### src/rtl/dtte_pkg.sv
package dtte_pkg;

    typedef struct packed {
        logic [7:0] char_code;
        logic       last_char;
        logic       null_value;
    } t_in;

    typedef struct packed {
        logic signed [63:0] value;
        logic               is_null;
        logic               status;
    } t_out;

    typedef struct packed {
        logic             is_null;
        logic             err;
        logic [1:0]       kind;
        logic [1:0]       unit;
        logic             neg;
        logic [5:0][31:0] f;
        logic [31:0]      frac;
        logic [3:0]       fdig;
    } t_job;

    localparam logic [1:0] KIND_DATE  = 2'd0;
    localparam logic [1:0] KIND_TIME  = 2'd1;
    localparam logic [1:0] KIND_STAMP = 2'd2;
    localparam logic [1:0] KIND_ALT   = 2'd3;

    localparam logic [1:0] UNIT_BASE = 2'd0;

    localparam logic CFG_KIND = 1'b0;
    localparam logic CFG_UNIT = 1'b1;

    localparam int QUEUE_DEPTH = 2;

    localparam int EPOCH_JDAY    = 2440588;
    localparam int JD_BIAS       = 32167;
    localparam int YEAR_OFF_HI   = 4800;
    localparam int YEAR_OFF_LO   = 4799;
    localparam int MONTH_MUL     = 7834;
    localparam int SECS_PER_DAY  = 86400;
    localparam int SECS_PER_HOUR = 3600;
    localparam int MS_PER_DAY    = 86400000;

    localparam logic [31:0] RECIP_10  = 32'hCCCCCCCD;
    localparam logic [31:0] RECIP_100 = 32'h51EB851F;

    function automatic logic [29:0] pow10(input logic [3:0] e);
        logic [29:0] p;
        unique case (e)
            4'd0:    p = 30'd1;
            4'd1:    p = 30'd10;
            4'd2:    p = 30'd100;
            4'd3:    p = 30'd1000;
            4'd4:    p = 30'd10000;
            4'd5:    p = 30'd100000;
            4'd6:    p = 30'd1000000;
            4'd7:    p = 30'd10000000;
            4'd8:    p = 30'd100000000;
            4'd9:    p = 30'd1000000000;
            default: p = 30'd1000000000;
        endcase
        return p;
    endfunction

endpackage

### src/rtl/dtte_queue.sv
module dtte_queue import dtte_pkg::*; (
    input  logic i_clk,
    input  logic i_rst_n,
    input  logic i_push,
    input  t_job i_data,
    input  logic i_pop,
    output logic o_full,
    output logic o_empty,
    output t_job o_data
);

    localparam int PW = (QUEUE_DEPTH > 1) ? $clog2(QUEUE_DEPTH) : 1;
    localparam int CW = $clog2(QUEUE_DEPTH + 1);

    t_job            r_mem [QUEUE_DEPTH];
    logic [PW-1:0]   r_wp, r_rp;
    logic [CW-1:0]   r_count;
    logic            do_push, do_pop;

    assign o_full  = (r_count == CW'(QUEUE_DEPTH));
    assign o_empty = (r_count == '0);
    assign o_data  = r_mem[r_rp];
    assign do_push = i_push && !o_full;
    assign do_pop  = i_pop && !o_empty;

    always_ff @(posedge i_clk) begin
        if (do_push) begin
            r_mem[r_wp] <= i_data;
        end
    end

    always_ff @(posedge i_clk) begin
        if (!i_rst_n) begin
            r_wp    <= '0;
            r_rp    <= '0;
            r_count <= '0;
        end else begin
            if (do_push) begin
                r_wp <= (r_wp == PW'(QUEUE_DEPTH - 1)) ? '0 : r_wp + PW'(1);
            end
            if (do_pop) begin
                r_rp <= (r_rp == PW'(QUEUE_DEPTH - 1)) ? '0 : r_rp + PW'(1);
            end
            if (do_push && !do_pop) begin
                r_count <= r_count + CW'(1);
            end else if (do_pop && !do_push) begin
                r_count <= r_count - CW'(1);
            end
        end
    end

    a_count_bound: assert property (@(posedge i_clk) disable iff (!i_rst_n)
        r_count <= CW'(QUEUE_DEPTH))
        else $error("Queue count exceeds its depth.");

    a_no_overflow: assert property (@(posedge i_clk) disable iff (!i_rst_n)
        i_push |-> !o_full)
        else $error("A transaction was offered to a full queue.");

    a_no_underflow: assert property (@(posedge i_clk) disable iff (!i_rst_n)
        i_pop |-> !o_empty)
        else $error("A transaction was taken from an empty queue.");

endmodule

### config.mk
export PLATFORM = sky130hd
export DESIGN_NAME = dtte_queue
export DESIGN_NICKNAME = d
export VERILOG_FILES = /design/src/rtl/dtte_pkg.sv /design/src/rtl/dtte_queue.sv
export SDC_FILE = /design/constraint.sdc
export NUM_CORES = 1
export LEC_CHECK = 0
export ABC_AREA = 1
export BUFFER_PORTS_ARGS = -buffer_cell sky130_fd_sc_hd__buf_2
export CORE_MARGIN = 3
export CORE_UTILIZATION = 48
export CTS_CLUSTER_SIZE = 40
export DETAILED_ROUTE_END_ITERATION = 8
export GPL_TIMING_DRIVEN = 0
export PLACE_DENSITY = 0.73
export SLEW_MARGIN = 20
export SYNTH_ARGS = -nofsm -noshare
export SYNTH_HDL_FRONTEND = slang
export SYNTH_SLANG_ARGS = --single-unit
### constraint.sdc
create_clock -name i_clk -period 39.8 [get_ports i_clk]
set_input_delay 5.97 -clock i_clk [delete_from_list [all_inputs] [get_ports i_clk]]
set_output_delay 5.97 -clock i_clk [all_outputs]
set_load 0.005 [all_outputs]
==> impl_metrics.ini <==
[outcome]
outcome = complete, no violations

[synth]
yosysSeqAreaShare_pct = 79.8
synth_seq_cells = 475
netlist_area_sq_um = 17800
avgSynthCellArea_sq_um = 23.2
synth_top_area_share_pct = 79.3
synth_top_area_cell = edfxtp_1
synth.area.top_cells = edfxtp_1 79%, mux2_4 13%, mux2_2 5.4%
syn_inst = 769
yosysWarnings = 0
yosysUniqueCellTypes = 14
syn_nets = 1009

[die]
fp.dieH_um = 199
initial_core_util_pct = 49.3
die_area_sq_um = 39400
core_sq_um = 36100
die_width_um = 199
io-pin-count = 476
fp-row-count = 69

[sta]
clock_skew_ps = 18.0
fin_crit_sh_pct = 19.9
fmax_ghz = 0.126
finalSetupViolCount = 0
rsz0062_at_grt = false
finalHoldViolCount = 0
slew_violations = 0
timing.setup.tns_ps = 0
slew_headroom_pct = 44.7
tightest_slew_ps = 820
setup_slack_ps = 31870
finalCriticalPeriod_ps = 7930

[layout]
finish.utilization_pct = 63.5
fin_nets = 1558
drive_gt1_share_pct = 60.8
fin_cells = 1833
syn_to_final_growth_pct = 28.7

[hold_path]
min_from = r_rp
holdPathEnd = r_rp
min_path_cells = 2
hold_path.class = reg2reg

[global_route]
grt_pass1_wl_um = 55800
gr-total-overflow = 0
antenna_found_initial = 20
grt_pass1_vias = 9784
grt_start_max_net_pins = 25
groute.usage.overall_pct = 18.8

[setup_path]
max_stage_delay_ps = 320
arrival_ps = 1960
start_kind = register
ff2ff_path_depth = 5
end_kind = output pin
reg2reg_from = r_count[0]
critPathMaxFanout = 10
path_common_cell = buf_6
crit_required_ps = 33830
crit_type = reg2out
r2r_slack_ps = 37540
crit_family = buffers and inverters
critPathBufInv = 4
rr_endpoint = r_mem[1][69]
path_cells = buf_6, buf_6, buf_6, mux2_4, buf_2
critPathSlowestCell = dfxtp_1

[job]
maxCapViolations = 0

[place]
hpwl_um = 28200
place_inst = 1729
gp_congestion = 0.737
io_buffers = 475
dp_slack_ps = 31840

[power]
netSwitchingFraction_pct = 24.9
p_int_w = 0.00106
ir_worst_vdd_mv = 0.0462
clockPowerShare_pct = 29.8
p_comb_share_pct = 24.4
leakage_nw = 8.92
p_seq_share_pct = 45.8
powerDensity_nw_per_um2 = 61.7
p_sw_w = 0.000352

[cts]
clock_path_buffers = 3
holdBufCountCts = 0
clk_pin_slew_ps = 60
post_cts.repair.setup_buffers = 0
numCtsBuffers = 48
cts_tree = yes
clkSinkCount = 475
clock_latency_ps = 560
cts.htree.levels = 2
ctsResizeCount = 0
cts-root-buf = clkbuf_16

[routing]
route.detailed.drc = 0
routed_via_density = 4.97
drt-total-wl_um = 38400
avgRoutedWirePerCell_um = 20.9
ant_nets = 0
routed-via-count = 9116
firstDrtPassIters = 4
dr.first_iter.drc_count = 362
==> state kept, by name, summed over array words and instances, names as in the netlist, named ones only <==
signal	count
r_count	2
r_mem	470
r_rp	1
r_wp	1
==> kinds of logic after synthesis <==
family | share of synthesized area [%]
AOI/OAI and AO/OA | 0.112
adders and majority gates | 0.0703
buffers and inverters | 1.55
DFF | 79.8
muxes | 18.0
and+or+nand+nor | 0.422
==> layout by cell type, fill, tap and decap left out, drive strengths merged <==
cell / netlist / layout
buf: 26 / 525
edfxtp: 470 / 470
mux2: 235 / 235
clkbuf: 0 / 61
clkinv: 0 / 20
diode: 0 / 16
nor2: 11 / 11
inv: 9 / 10
nand2: 6 / 6
dfxtp: 5 / 5
o21ai: 3 / 3
clkinvlp: 0 / 3
bufinv: 0 / 3
a21oi: 1 / 1
nand3: 1 / 1
nand4: 1 / 1
ha: 1 / 1
==> per-stage QoR <==
stage,instance area [sq um],hold WS (ps),total power (W)
global placement,20800,481,0.00102
global route,22900,545,0.00147
detailed placement,21400,494,0.00101
finish,22900,512,0.00141
CTS,22900,509,0.00143
floorplan,17800,467,0.000874
==> metal layers <==
| layer | vias up | global-route usage [%] | wire [um] |
|---|---|---|---|
| li1 | 4188 | - | - |
| met3 | 75 | 5.93 | 3030 |
| met2 | 361 | 32.3 | 19800 |
| met1 | 4482 | 21.0 | 14000 |
| met5 | - | 0 | 73 |
| met4 | 10 | 9.73 | 1440 |
==> synthesized netlist by cell type <==
| library cell | number |
|---|---|
| mux2_4 | 150 |
| ha_1 | 1 |
| dfxtp_1 | 5 |
| o21ai_0 | 3 |
| inv_1 | 9 |
| mux2_2 | 85 |
| a21oi_1 | 1 |
| nand3_1 | 1 |
| edfxtp_1 | 470 |
| nand2_1 | 6 |
| buf_6 | 18 |
| buf_2 | 8 |
| nand4_1 | 1 |
| nor2_1 | 11 |
==> power by group through the flow <==
stage	Combinational, W	Clock (W)	Sequential (W)
2_1_floorplan	0.000190	0	0.000684
3_3_place_gp	0.000315	0	0.000705
3_5_place_dp	0.000350	0	0.000658
4_1_cts	0.000352	0.000433	0.000648
5_1_grt	0.000371	0.000451	0.000653
6_report	0.000345	0.000421	0.000647
==> worst max path at each step <==
stage / from / end / slack [ps] / depth (start not counted)
after global placement: i_push / r_mem[1][65] / 17150 / 3
after floorplan: i_push / r_mem[0][0] / 23100 / 2
final: register / o_data[77] / 31870 / 5
after CTS: register / o_data[77] / 31750 / 5
after detailed placement: i_push / r_mem[0][154] / 31840 / 6
after global routing: register / o_data[77] / 31730 / 5
==> cell type report <==
type	instances	area, sq um
sequential	475	14200
fill	2580	13200
multi-input combinational	259	3330
timing repair buffer	499	3010
clock buffer	61	1270
tap	461	577
buffer	26	243
clock inverter	27	206
antenna	16	40.0
inverter	9	33.8
==> worst reg2reg max path, delay by kind of cell (launching register included) <==
kind            cells  cell delay, ps
flops               1             390
simple gates        1             580
buf+inv             3             680
compound gates      1             320
Note: power is estimated with default switching activity, not from simulation.
